<file path="config.mk">
export PLATFORM = sky130hd
export DESIGN_NAME = detection_box_filter_largest
export DESIGN_NICKNAME = d
export VERILOG_FILES = /design/src/hdl/dbfl_pkg.sv /design/src/hdl/detection_box_filter_largest.sv
export SDC_FILE = /design/constraint.sdc
export NUM_CORES = 2
export LEC_CHECK = 0
export ABC_CLOCK_PERIOD_IN_PS = 13700
export BUFFER_PORTS_ARGS = -buffer_cell sky130_fd_sc_hd__buf_2
export CAP_MARGIN = 20
export CORE_MARGIN = 8
export CORE_UTILIZATION = 31
export CTS_BUF_LIST = sky130_fd_sc_hd__clkbuf_16
export DETAILED_ROUTE_END_ITERATION = 10
export SLEW_MARGIN = 20
export SYNTH_ARGS = -nofsm -noshare
export SYNTH_HDL_FRONTEND = slang
export SYNTH_SLANG_ARGS = --single-unit
</file>
<file path="constraint.sdc">
create_clock -name clk -period 13.7 [get_ports clk]
set_input_delay 2.055 -clock clk [delete_from_list [all_inputs] [get_ports clk]]
set_output_delay 2.055 -clock clk [all_outputs]
set_load 0.05 [all_outputs]
</file>
<file path="src/hdl/dbfl_pkg.sv">
// ----------------------------------------------------------------------------
// dbfl_pkg: shared types and constants for the detection box filter
// Widths, register indexes, sequencer states and fixed-point helpers.
// ----------------------------------------------------------------------------
package dbfl_pkg;

    localparam int CONF_W   = 16;
    localparam int EDGE_W   = 18;
    localparam int SIZE_W   = 12;
    localparam int CNT_W    = 9;
    localparam int SIDE_W   = 13;
    localparam int AREA_W   = 26;
    localparam int CRD_W    = 40;   // Q16 coordinate width
    localparam int PIX_W    = 22;   // whole-pixel intermediate width
    localparam int MUL_W    = 2 * PIX_W;
    localparam int FRAC_W   = 16;
    localparam int IN_W     = 88;
    localparam int OUT_W    = 64;
    localparam int CFG_A_W  = 2;
    localparam int CFG_D_W  = 16;

    localparam int MAX_ROWS  = 256;
    localparam int COUNT_MAX = (MAX_ROWS < 511) ? MAX_ROWS : 511;
    localparam int PIX_MAX   = 4095;
    localparam int SIDE_MIN  = -4096;
    localparam int TENTH_Q16 = 6554;
    localparam int AREA_MAX  = (1 << AREA_W) - 1;

    typedef enum logic [1:0] {
        REG_CONF_THR  = 2'd0,
        REG_MIN_SIDE  = 2'd1,
        REG_IMG_WIDTH = 2'd2,
        REG_IMG_HEIGHT = 2'd3
    } cfg_reg_t;

    typedef enum logic [3:0] {
        ST_IDLE,
        ST_MUL_X1,
        ST_MUL_Y1,
        ST_MUL_X2,
        ST_MUL_Y2,
        ST_SIZE,
        ST_CENTER,
        ST_SPAN,
        ST_MUL_T,
        ST_POS,
        ST_CLAMP,
        ST_MUL_A,
        ST_COMMIT
    } state_t;

    // Q16 to whole pixels, truncating toward zero
    function automatic logic signed [PIX_W-1:0] trunc_q16(input logic signed [CRD_W-1:0] v);
        logic signed [CRD_W-1:0] adj;
        adj = v + (v[CRD_W-1] ? CRD_W'((1 << FRAC_W) - 1) : CRD_W'(0));
        return adj[PIX_W+FRAC_W-1:FRAC_W];
    endfunction

    function automatic logic signed [PIX_W-1:0] max0(input logic signed [PIX_W-1:0] v);
        return v[PIX_W-1] ? PIX_W'(0) : v;
    endfunction

endpackage

</file>
<file path="src/hdl/detection_box_filter_largest.sv">
// ----------------------------------------------------------------------------
// detection_box_filter_largest: largest-box filter for detector rows
// Filters, squares, clamps and ranks boxes of one frame; reports on last row.
// ----------------------------------------------------------------------------
// A row dropped on confidence goes from idle to commit, one dropped on size
// leaves after the center step and an accepted row runs every step; ready is
// low outside idle. The steps are set by the single shared 22x22 signed
// multiplier, which forms the four corner products, the tenth-of-span shift
// and the area one after another, with the add and clamp steps between them.
// A last row whose result cannot be loaded because the previous result is
// still waiting holds in its final step until the output register frees.
// Result fields are zero when no accepted box had positive area.
module detection_box_filter_largest
(
    input  logic                           clk,
    input  logic                           rst_n,
    input  logic                           cfg_we,
    input  logic [dbfl_pkg::CFG_A_W-1:0]   cfg_addr,
    input  logic [dbfl_pkg::CFG_D_W-1:0]   cfg_wdata,
    input  logic                           s_tvalid,
    output logic                           s_tready,
    // confidence, left_edge, top_edge, right_edge, bottom_edge
    input  logic [dbfl_pkg::IN_W-1:0]      s_tdata,
    input  logic                           s_tlast,
    output logic                           m_tvalid,
    input  logic                           m_tready,
    // accepted_count, box_x, box_y, box_width, box_height, zero pad
    output logic [dbfl_pkg::OUT_W-1:0]     m_tdata,
    // box_valid
    output logic                           m_tuser
);
    import dbfl_pkg::*;

    state_t state_reg, state_next;

    logic [CONF_W-1:0] thr_reg;
    logic [SIZE_W-1:0] min_side_reg, img_w_reg, img_h_reg;

    logic signed [EDGE_W-1:0] left_reg, top_reg, right_reg, bottom_reg;
    logic last_reg, pass_reg;
    logic signed [CRD_W-1:0] x1_reg, y1_reg, x2_reg, y2_reg;
    logic signed [CRD_W-1:0] bw_reg, bh_reg, size_reg, nx_reg, ny_reg, t_reg;
    logic signed [PIX_W-1:0] span_reg, posx_reg, posy_reg, fw_reg, fh_reg;
    logic signed [MUL_W-1:0] area_reg;

    logic [CNT_W-1:0]  count_reg;
    logic [AREA_W-1:0] best_area_reg;
    logic              best_found_reg;
    logic [SIZE_W-1:0] best_x_reg, best_y_reg;
    logic [SIDE_W-1:0] best_w_reg, best_h_reg;

    logic              out_valid_reg, out_found_reg;
    logic [CNT_W-1:0]  out_cnt_reg;
    logic [SIZE_W-1:0] out_x_reg, out_y_reg;
    logic [SIDE_W-1:0] out_w_reg, out_h_reg;

    logic signed [PIX_W-1:0] mul_a, mul_b;
    logic signed [MUL_W-1:0] mul_p;
    logic signed [PIX_W-1:0] w_s, h_s;
    logic signed [CRD_W-1:0] min_q16;
    logic stall, commit_go, better;
    logic [AREA_W-1:0] area_sat;
    logic [CNT_W-1:0]  count_inc;
    logic [SIZE_W-1:0] cand_x, cand_y;
    logic [SIDE_W-1:0] cand_w, cand_h;

    assign w_s     = $signed({{(PIX_W-SIZE_W){1'b0}}, img_w_reg});
    assign h_s     = $signed({{(PIX_W-SIZE_W){1'b0}}, img_h_reg});
    assign min_q16 = $signed({{(CRD_W-SIZE_W-FRAC_W){1'b0}}, min_side_reg, {FRAC_W{1'b0}}});

    // shared multiplier
    always_comb
    begin
        mul_a = '0;
        mul_b = '0;
        unique case (state_reg)
            ST_MUL_X1: begin mul_a = PIX_W'(left_reg);   mul_b = w_s; end
            ST_MUL_Y1: begin mul_a = PIX_W'(top_reg);    mul_b = h_s; end
            ST_MUL_X2: begin mul_a = PIX_W'(right_reg);  mul_b = w_s; end
            ST_MUL_Y2: begin mul_a = PIX_W'(bottom_reg); mul_b = h_s; end
            ST_MUL_T:  begin mul_a = span_reg; mul_b = PIX_W'(TENTH_Q16); end
            ST_MUL_A:  begin mul_a = fw_reg;   mul_b = fh_reg; end
            default:   begin mul_a = '0;       mul_b = '0; end
        endcase
        mul_p = mul_a * mul_b;
    end

    // commit step
    always_comb
    begin
        area_sat  = (area_reg > MUL_W'(AREA_MAX)) ? AREA_W'(AREA_MAX) : area_reg[AREA_W-1:0];
        better    = pass_reg && (area_reg > 0) && (area_sat > best_area_reg);
        count_inc = (pass_reg && (count_reg < CNT_W'(COUNT_MAX))) ? count_reg + 1'b1 : count_reg;
        cand_x    = (posx_reg > PIX_W'(PIX_MAX)) ? SIZE_W'(PIX_MAX) : posx_reg[SIZE_W-1:0];
        cand_y    = (posy_reg > PIX_W'(PIX_MAX)) ? SIZE_W'(PIX_MAX) : posy_reg[SIZE_W-1:0];
        if (fw_reg > PIX_W'(PIX_MAX))
            cand_w = SIDE_W'(PIX_MAX);
        else if (fw_reg < PIX_W'(SIDE_MIN))
            cand_w = SIDE_W'(SIDE_MIN);
        else
            cand_w = fw_reg[SIDE_W-1:0];
        if (fh_reg > PIX_W'(PIX_MAX))
            cand_h = SIDE_W'(PIX_MAX);
        else if (fh_reg < PIX_W'(SIDE_MIN))
            cand_h = SIDE_W'(SIDE_MIN);
        else
            cand_h = fh_reg[SIDE_W-1:0];
    end

    assign stall     = last_reg && out_valid_reg && !m_tready;
    assign commit_go = (state_reg == ST_COMMIT) && !stall;

    always_comb
    begin
        state_next = state_reg;
        s_tready   = 1'b0;
        unique case (state_reg)
            ST_IDLE:
            begin
                s_tready = 1'b1;
                if (s_tvalid)
                    state_next = (s_tdata[CONF_W-1:0] >= thr_reg) ? ST_MUL_X1 : ST_COMMIT;
            end
            ST_MUL_X1: state_next = ST_MUL_Y1;
            ST_MUL_Y1: state_next = ST_MUL_X2;
            ST_MUL_X2: state_next = ST_MUL_Y2;
            ST_MUL_Y2: state_next = ST_SIZE;
            ST_SIZE:   state_next = ST_CENTER;
            ST_CENTER: state_next = (size_reg < min_q16) ? ST_COMMIT : ST_SPAN;
            ST_SPAN:   state_next = ST_MUL_T;
            ST_MUL_T:  state_next = ST_POS;
            ST_POS:    state_next = ST_CLAMP;
            ST_CLAMP:  state_next = ST_MUL_A;
            ST_MUL_A:  state_next = ST_COMMIT;
            ST_COMMIT: state_next = stall ? ST_COMMIT : ST_IDLE;
            default:   state_next = ST_IDLE;
        endcase
    end

    always_ff @(posedge clk or negedge rst_n)
    begin
        if (!rst_n)
            state_reg <= ST_IDLE;
        else
            state_reg <= state_next;
    end

    always_ff @(posedge clk or negedge rst_n)
    begin
        if (!rst_n)
        begin
            thr_reg      <= CONF_W'(32768);
            min_side_reg <= SIZE_W'(40);
            img_w_reg    <= SIZE_W'(640);
            img_h_reg    <= SIZE_W'(480);
        end
        else if (cfg_we)
        begin
            unique case (cfg_reg_t'(cfg_addr))
                REG_CONF_THR:   thr_reg      <= cfg_wdata;
                REG_MIN_SIDE:   min_side_reg <= cfg_wdata[SIZE_W-1:0];
                REG_IMG_WIDTH:  img_w_reg    <= cfg_wdata[SIZE_W-1:0];
                REG_IMG_HEIGHT: img_h_reg    <= cfg_wdata[SIZE_W-1:0];
                default:        thr_reg      <= thr_reg;
            endcase
        end
    end

    // datapath
    always_ff @(posedge clk)
    begin
        case (state_reg)
            ST_IDLE:
            begin
                if (s_tvalid)
                begin
                    left_reg   <= $signed(s_tdata[33:16]);
                    top_reg    <= $signed(s_tdata[51:34]);
                    right_reg  <= $signed(s_tdata[69:52]);
                    bottom_reg <= $signed(s_tdata[87:70]);
                    last_reg   <= s_tlast;
                    pass_reg   <= s_tdata[CONF_W-1:0] >= thr_reg;
                end
            end
            ST_MUL_X1: x1_reg <= mul_p[CRD_W-1:0];
            ST_MUL_Y1: y1_reg <= mul_p[CRD_W-1:0];
            ST_MUL_X2: x2_reg <= mul_p[CRD_W-1:0];
            ST_MUL_Y2: y2_reg <= mul_p[CRD_W-1:0];
            ST_SIZE:
            begin
                bw_reg   <= x2_reg - x1_reg + CRD_W'(1 << FRAC_W);
                bh_reg   <= y2_reg - y1_reg + CRD_W'(1 << FRAC_W);
                size_reg <= (x2_reg - x1_reg + y2_reg - y1_reg + CRD_W'(2 << FRAC_W)) >>> 1;
            end
            ST_CENTER:
            begin
                if (size_reg < min_q16)
                    pass_reg <= 1'b0;
                nx_reg <= x1_reg + (bw_reg >>> 1) - (size_reg >>> 1);
                ny_reg <= y1_reg + (bh_reg >>> 1) - (size_reg >>> 1);
            end
            ST_SPAN:
            begin
                span_reg <= trunc_q16(y2_reg - ny_reg);
                posx_reg <= max0(trunc_q16(nx_reg));
                fw_reg   <= trunc_q16(x2_reg - nx_reg);
            end
            ST_MUL_T: t_reg <= mul_p[CRD_W-1:0];
            ST_POS:
            begin
                posy_reg <= max0(trunc_q16(ny_reg + t_reg));
                fh_reg   <= fw_reg;
                fw_reg   <= (posx_reg + fw_reg > w_s) ? w_s - posx_reg : fw_reg;
            end
            ST_CLAMP:
                fh_reg <= (posy_reg + fh_reg > h_s) ? h_s - posy_reg : fh_reg;
            ST_MUL_A: area_reg <= mul_p;
            default:  area_reg <= area_reg;
        endcase
    end

    // frame state and result register
    always_ff @(posedge clk or negedge rst_n)
    begin
        if (!rst_n)
        begin
            count_reg      <= '0;
            best_area_reg  <= '0;
            best_found_reg <= 1'b0;
            best_x_reg     <= '0;
            best_y_reg     <= '0;
            best_w_reg     <= '0;
            best_h_reg     <= '0;
            out_valid_reg  <= 1'b0;
            out_found_reg  <= 1'b0;
            out_cnt_reg    <= '0;
            out_x_reg      <= '0;
            out_y_reg      <= '0;
            out_w_reg      <= '0;
            out_h_reg      <= '0;
        end
        else
        begin
            if (commit_go && last_reg)
                out_valid_reg <= 1'b1;
            else if (out_valid_reg && m_tready)
                out_valid_reg <= 1'b0;
            if (commit_go)
            begin
                if (last_reg)
                begin
                    out_cnt_reg    <= count_inc;
                    out_found_reg  <= better || best_found_reg;
                    out_x_reg      <= better ? cand_x : best_x_reg;
                    out_y_reg      <= better ? cand_y : best_y_reg;
                    out_w_reg      <= better ? cand_w : best_w_reg;
                    out_h_reg      <= better ? cand_h : best_h_reg;
                    count_reg      <= '0;
                    best_area_reg  <= '0;
                    best_found_reg <= 1'b0;
                    best_x_reg     <= '0;
                    best_y_reg     <= '0;
                    best_w_reg     <= '0;
                    best_h_reg     <= '0;
                end
                else
                begin
                    count_reg <= count_inc;
                    if (better)
                    begin
                        best_area_reg  <= area_sat;
                        best_found_reg <= 1'b1;
                        best_x_reg     <= cand_x;
                        best_y_reg     <= cand_y;
                        best_w_reg     <= cand_w;
                        best_h_reg     <= cand_h;
                    end
                end
            end
        end
    end

    assign m_tvalid = out_valid_reg;
    assign m_tuser  = out_found_reg;
    assign m_tdata  = {5'b0, out_h_reg, out_w_reg, out_y_reg, out_x_reg, out_cnt_reg};

    a_count_bound: assert property (@(posedge clk) disable iff (!rst_n)
        count_reg <= CNT_W'(COUNT_MAX))
        else $error("row count above limit");

    a_found_area: assert property (@(posedge clk) disable iff (!rst_n)
        !best_found_reg |-> (best_area_reg == '0 && best_w_reg == '0 && best_x_reg == '0))
        else $error("best box held without a found flag");

    a_area_only_commit: assert property (@(posedge clk) disable iff (!rst_n)
        (state_reg != ST_COMMIT) |=> $stable(best_area_reg))
        else $error("best area changed outside commit");

    a_frame_clear: assert property (@(posedge clk) disable iff (!rst_n)
        (commit_go && last_reg) |=> (count_reg == '0 && !best_found_reg && out_valid_reg))
        else $error("frame not closed after last row");

    a_ready_idle: assert property (@(posedge clk) disable iff (!rst_n)
        (s_tvalid && s_tready) |=> (state_reg != ST_IDLE))
        else $error("accepted item did not start the sequencer");

endmodule

</file>
# [Yosys cells after proc, flatten, opt, wreduce, memory -nomap -nowiden]
# Index checks and enable logic that the tools add are counted.
[word_totals] register_bits=830 inputBits=112 output_inout_bits=67
[classes] addsub=23 mul=1 order_cmp=14 eq_ne=19 muxes=42 n_reduce_logical=30
[op_table] cell="$sub A40 B40 Y40" count=5
[op_table] cell="$add A38 B17 Y38" count=4
[op_table] cell="$pmux W22 S6" count=1
[op_table] cell="$mux W13" count=8
[op_table] cell="$gt A22 B13 Y1 const B" count=4
[op_table] cell="$pmux W22 S2" count=2
[op_table] cell="$pmux W22 S4" count=1
[op_table] cell="$add A40 B18 Y40 const B" count=2
[op_table] cell="$add A40 B39 Y40" count=2
[op_table] cell="$add A40 B40 Y40" count=2
[op_table] cell="$sub A40 B38 Y40" count=2
[op_table] cell="$mux W26" count=3
[op_table] cell="$mux W12" count=6
[op_table] cell="$mux W16" count=4
[op_table] cell="$pmux W4 S13" count=1
[op_table] cell="$add A22 B22 Y22" count=2
[op_table] cell="$gt A22 B13 Y1" count=2
[op_table] cell="$gt A44 B1 Y1 const B" count=1
[op_table] cell="$gt A44 B27 Y1 const B" count=1
[op_table] cell="$lt A22 B13 Y1 const B" count=2
[op_table] cell="$mul A22 B22 Y44" count=1
[op_table] cell="$mux W22" count=2
[op_table] cell="$sub A13 B22 Y22" count=2
[op_table] cell="$add A40 B19 Y40 const B" count=1
[op_table] cell="other kinds (25)" count=68

# [Longest topological paths before layout]
[depth] word_depth=6 ltp_mapped=37

# [Least setup slack after synthesis]
# Ideal clock, no wire load.
[synth_timing] path_kind="register -> register" startpoint="reg state_reg[2]" endpoint="reg area_reg[42] (data pin)" setup_time_ns=0.260 t_arrival_ns=10.011 required_ns=13.440 setup_slack_ns=3.429 stages_incl_launch_ff=30 n_path_buf=2 synth_period_minus_slack_ns=10.271 path_cell_list="dfrtp_1 -> nand2b_1 -> or3_1 -> inv_2 -> clkbuf_1 -> clkbuf_1 -> a221oi_1 -> a21oi_1 -> fa_1 -> fa_1 -> fa_1 -> fa_1 -> fa_1 -> fa_1 -> inv_1 -> fa_1 -> inv_1 -> ha_1 -> a21o_1 -> a21o_1 -> a21o_1 -> a21o_1 -> a21oi_1 -> a2bb2oi_1 -> o31ai_1 -> o41ai_1 -> o21ai_0 -> nor4b_1 -> nor2_1 -> xor2_1"
[synth_via] elab_chain_len=4
[synth_lines] item="start: declaration" line="detection_box_filter_largest.sv:34" text="state_t state_reg, state_next;"
[synth_lines] item="start signal: assignment" line="detection_box_filter_largest.sv:145" text="state_reg <= state_next;"
[synth_lines] item="$eq A4 B3 Y1 (tied with other cells)" line="detection_box_filter_largest.sv:76" text="unique case (state_reg)"
[synth_lines] item="$reduce_or A2 Y1 (no line)"
[synth_lines] item="$pmux W22 S4" line="detection_box_filter_largest.sv:76"
[synth_lines] item="$mul A22 B22 Y44 *" line="detection_box_filter_largest.sv:85" text="mul_p = mul_a * mul_b;"
[synth_lines] item="net mul_p[42]" line="detection_box_filter_largest.sv:58" text="logic signed [MUL_W-1:0] mul_p;"
[synth_lines] item="end signal: assignment" line="detection_box_filter_largest.sv:217" text="ST_MUL_A: area_reg <= mul_p;"
[synth_lines] item="end signal: assignment" line="detection_box_filter_largest.sv:218" text="default: area_reg <= area_reg;"
[synth_lines] item="end: declaration" line="detection_box_filter_largest.sv:44" text="logic signed [MUL_W-1:0] area_reg;"
# Mark *: on every way through the listed nets, which the timed path passes. The rest lies on a longest branch.
# A chain may end at the register's enable or synchronous reset.

# [Worst setup path after layout]
[layout_timing] startpoint="reg state_reg[1]" endpoint="reg area_reg[42] (data pin)"
# The elaborated chain is that of the path after synthesis.

==> results.md <==
- The routed layout has roughly 58,000 vias.
- For this block, the routed nets add up to between 200 and 250 mm of wire.
- At the end of routability-driven placement, the weighted congestion stood at ~0.94.
- The first-pass GRT wire length is around 370 mm.
- Post-CTS repair changed the size of 0 cells.
- The library cell appearing most often on the critical path is fa_1.
- Counting flops with an async set or reset pin after synthesis yields a share of approximately a quarter.
- Setup slack on the worst reg-to-reg path comes out at around 2.4 ns.
- The clock tree synthesis step divided the H-tree into 3 levels.
- The worst slack at placement is approximately 2.4 ns.
- The placeable core area is 241,000 um^2.
- The number of placement rows is 180.
- The cts-stage hold buffer count is 0.
- The number of maximum-capacitance constraint violations is 0.
- The most common cell after layout, fill and taps aside is inv_1.
- Sequential elements use around a third of the synthesized area.
- The number of sinks driven by the clock tree is slightly above 800.
- The routed length per instance is approximately 22 um.
- The signal arrival time at the worst endpoint is between 10 and 15 ns.
- The source-to-sink clock delay at the later pin of the worst-skew pair is slightly below 0.8 ns.
- For this run, the share of the core covered by cells in the final layout is 34.6%.
- The root cell of the clock tree is clkbuf_16.
- The die is 508 um tall.
- The detailed router's first-iteration violation count is just over 6,000.
- The number of antenna violations at the first check in global routing was 21.
- The number of nets in the finished design is 9,316.
- The largest total area in the synthesized netlist belongs to edfxtp_1.
- The top achievable clock speed is just under 0.09 GHz.
- Measured against its own limit, the worst slew margin works out to between 10% and 20%.
- The top-level port count is roughly 180.
- At the worst endpoint, the required time is 14.16 ns.
- The average footprint of a synthesized cell is around 10 um^2.
- For this run, the slowest stage of the critical path takes around 0.66 ns.
- The endpoint kind of the worst setup timing path is a register.
- The library cells used most frequently in the layout, excluding fill and tap cells, are inv_1, ha_1, nand2_1, fa_1, edfxtp_1.
- Across every metal layer, demand over resource in global routing totals roughly a fifth.
- The count of nets left with antenna violations once routing finished came out at 0.
- The average vias per placed instance is around 5.3.
- The clock-pin slew of the registers on the worst-case setup and hold paths is 0.06 ns.
- The flow ran to the end, and the final reports show no timing, DRC or antenna violations.
- The class of the tightest hold or removal check is reg2reg.
- The total negative slack is 0 ns.
- The post-CTS setup repair buffer count is 0.
- In this run the cell area of the synthesized design comes to about 75,000 um^2.
- The hold violation count in the final report is 0.
- For this design, the slowest cell found on the critical path is a221o_1.
- Synthesis instantiated between 90 and 100 different standard cells from the library.
- The max-slew violation total from the final report is 0.
- The register with the most flip-flops in the layout has 44 of them.
- In this run the deepest clock path goes through 3 buffers.
- The via count of the first global-routing pass is roughly 58,000.
- Entering global routing, the biggest net connects just under 80 pins.
- Yosys attributes the largest share of cell area to edfxtp_1, fa_1, ha_1.
- For this run, design rule violations remaining after detail routing come to 0.
- STA classifies the critical path startpoint as a register.
- Buffers placed on the I/O ports in this run total ~170.
- Setup violations remaining at the end of the flow were counted as 0.
- The maximum net fanout on the critical path is 41.
- The placed wire-length estimate after detailed placement is a little over 200 mm.
- For the pin with the worst max-slew slack, the measured transition is about 1.2 ns.
- The overall die width is a little over 500 um.
- Across the routed clock network, the largest skew measured is 0.0597 ns.
- For the finished layout, the period the worst path requires is roughly 11 ns.
- The total of flip-flops plus latches after synthesis is about 830.
- Of the available clock period, the critical path in the final layout requires between 80 and 90%.
- The worst register-to-register path ends at area_reg[42]$_DFFE_PN_.
- The startpoint-to-endpoint class of the critical path is reg2reg.
- The initial utilization of the core area, before any placement, comes to 31.2%.
- The depth of the worst register-to-register path is 29.
- Counting the buffers created by CTS gives 94.
- The die outline area is ~260,000 um^2.
- The worst path meets setup with about 2.4 ns of slack.
- The start point of the critical path is state_reg[1]$_DFFE_PN0P_.
- For this run the aggregate overflow at the end of global routing stands at 0.
- Synthesis produced roughly 7,700 cells.
- TritonCTS built the clock tree.
- The number of flops mapped to enable cells by yosys is between 600 and 700.
- The total number of yosys warnings is 0.
- After synthesis, the largest area contributor takes up approximately a quarter of total cell area.
- The worst setup path endpoint is area_reg[42]$_DFFE_PN_.
- The most used flip-flop cell after synthesis is edfxtp_1.
- The synthesis-to-layout area growth is 10.9%.
- Setup repair after global routing left no endpoint under its margin.
- The start of the worst register-to-register path is state_reg[1]$_DFFE_PN0P_.
- The detailed-router iteration count before antenna repair is 8.
- The post-route netlist has 7.33% of its cells at a drive strength greater than 1.
==> synthesized netlist by cell type, types with 77 or more instances <==
cell	instances
o21ai_0	347
inv_1	1199
xor2_1	142
clkbuf_1	190
nand3_1	141
nor3_1	100
dfrtp_1	194
ha_1	729
a21oi_1	427
nor2_1	547
edfxtp_1	622
fa_1	627
nand2_1	700
xnor2_1	337
o21a_1	77
a21o_1	216
==> worst max-delay path: cells and delay by family, from the launching register on <==
family                     cells  cell delay [ns]
AOI/OAI and AO/OA             11             4.33
adders and majority gates      8             3.71
and+or+nand+nor                5             1.50
buffers and inverters          4             0.77
DFF                            1             0.54
xor gates and xnor gates       1             0.14
==> worst min-delay path by stage <==
stage	from	endpoint	cells after the start
2_1_floorplan	best_found_reg$_DFFE_PN0P_	best_found_reg$_DFFE_PN0P_	2
3_3_place_gp	best_h_reg[6]$_DFFE_PN0P_	best_h_reg[6]$_DFFE_PN0P_	2
3_5_place_dp	out_cnt_reg[0]$_DFFE_PN0P_	out_cnt_reg[0]$_DFFE_PN0P_	2
4_1_cts	out_cnt_reg[0]$_DFFE_PN0P_	out_cnt_reg[0]$_DFFE_PN0P_	2
5_1_grt	best_w_reg[1]$_DFFE_PN0P_	best_w_reg[1]$_DFFE_PN0P_	2
6_report	out_cnt_reg[0]$_DFFE_PN0P_	out_cnt_reg[0]$_DFFE_PN0P_	2
==> cell type report <==
cell class | instances | area [um^2]
Fill cell | 24200 | 157000
Clock buffer | 98 | 2450
Inverter | 1201 | 4510
Clock inverter | 79 | 754
Timing Repair Buffer | 249 | 1450
Tap cell | 3185 | 3990
Antenna cell | 7 | 17.5
Sequential cell | 825 | 23800
Multi-Input combinational cell | 5477 | 46400
==> stage by stage <==
| step | instances | hold WS (ns) | instance area [um^2] |
|---|---|---|---|
| after floorplan | 7710 | 0.448 | 75100 |
| after global routing | 11100 | 0.502 | 83300 |
| after global placement | 10900 | 0.461 | 80100 |
| final | 11100 | 0.481 | 83300 |
| after detailed placement | 10900 | 0.467 | 80100 |
| after CTS | 11100 | 0.481 | 83300 |
==> cells by family (layout without fill, tap and decap cells) <==
family                   after synthesis  count (layout)  synth area share (%)
XOR/XNOR                             480             480                  5.61
other                                  1              12               0.00499
buffers and inverters               1408            1627                  7.07
flip-flops                           825             825                  31.6
multiplexers                          52              52                 0.760
adder cells (fa/ha/maj)             1356            1356                  28.9
AO/OA/AOI/OAI                       1595            1595                  13.8
AND/OR/NAND/NOR                     1989            1989                  12.2
==> layer usage <==
metal	routed length, um	GRT usage [%]	part of all wire, %	vias up
li1	-	-	-	26600
met1	105000	25.4	42	29000
met2	109000	29.4	44	2399
met3	21000	3.29	8.4	479
met4	14400	9.21	5.8	2
met5	13	0	0.0052	-
Power is not shown: default switching activity piles up to over one toggle a cycle in this logic, so the estimate is an artifact.
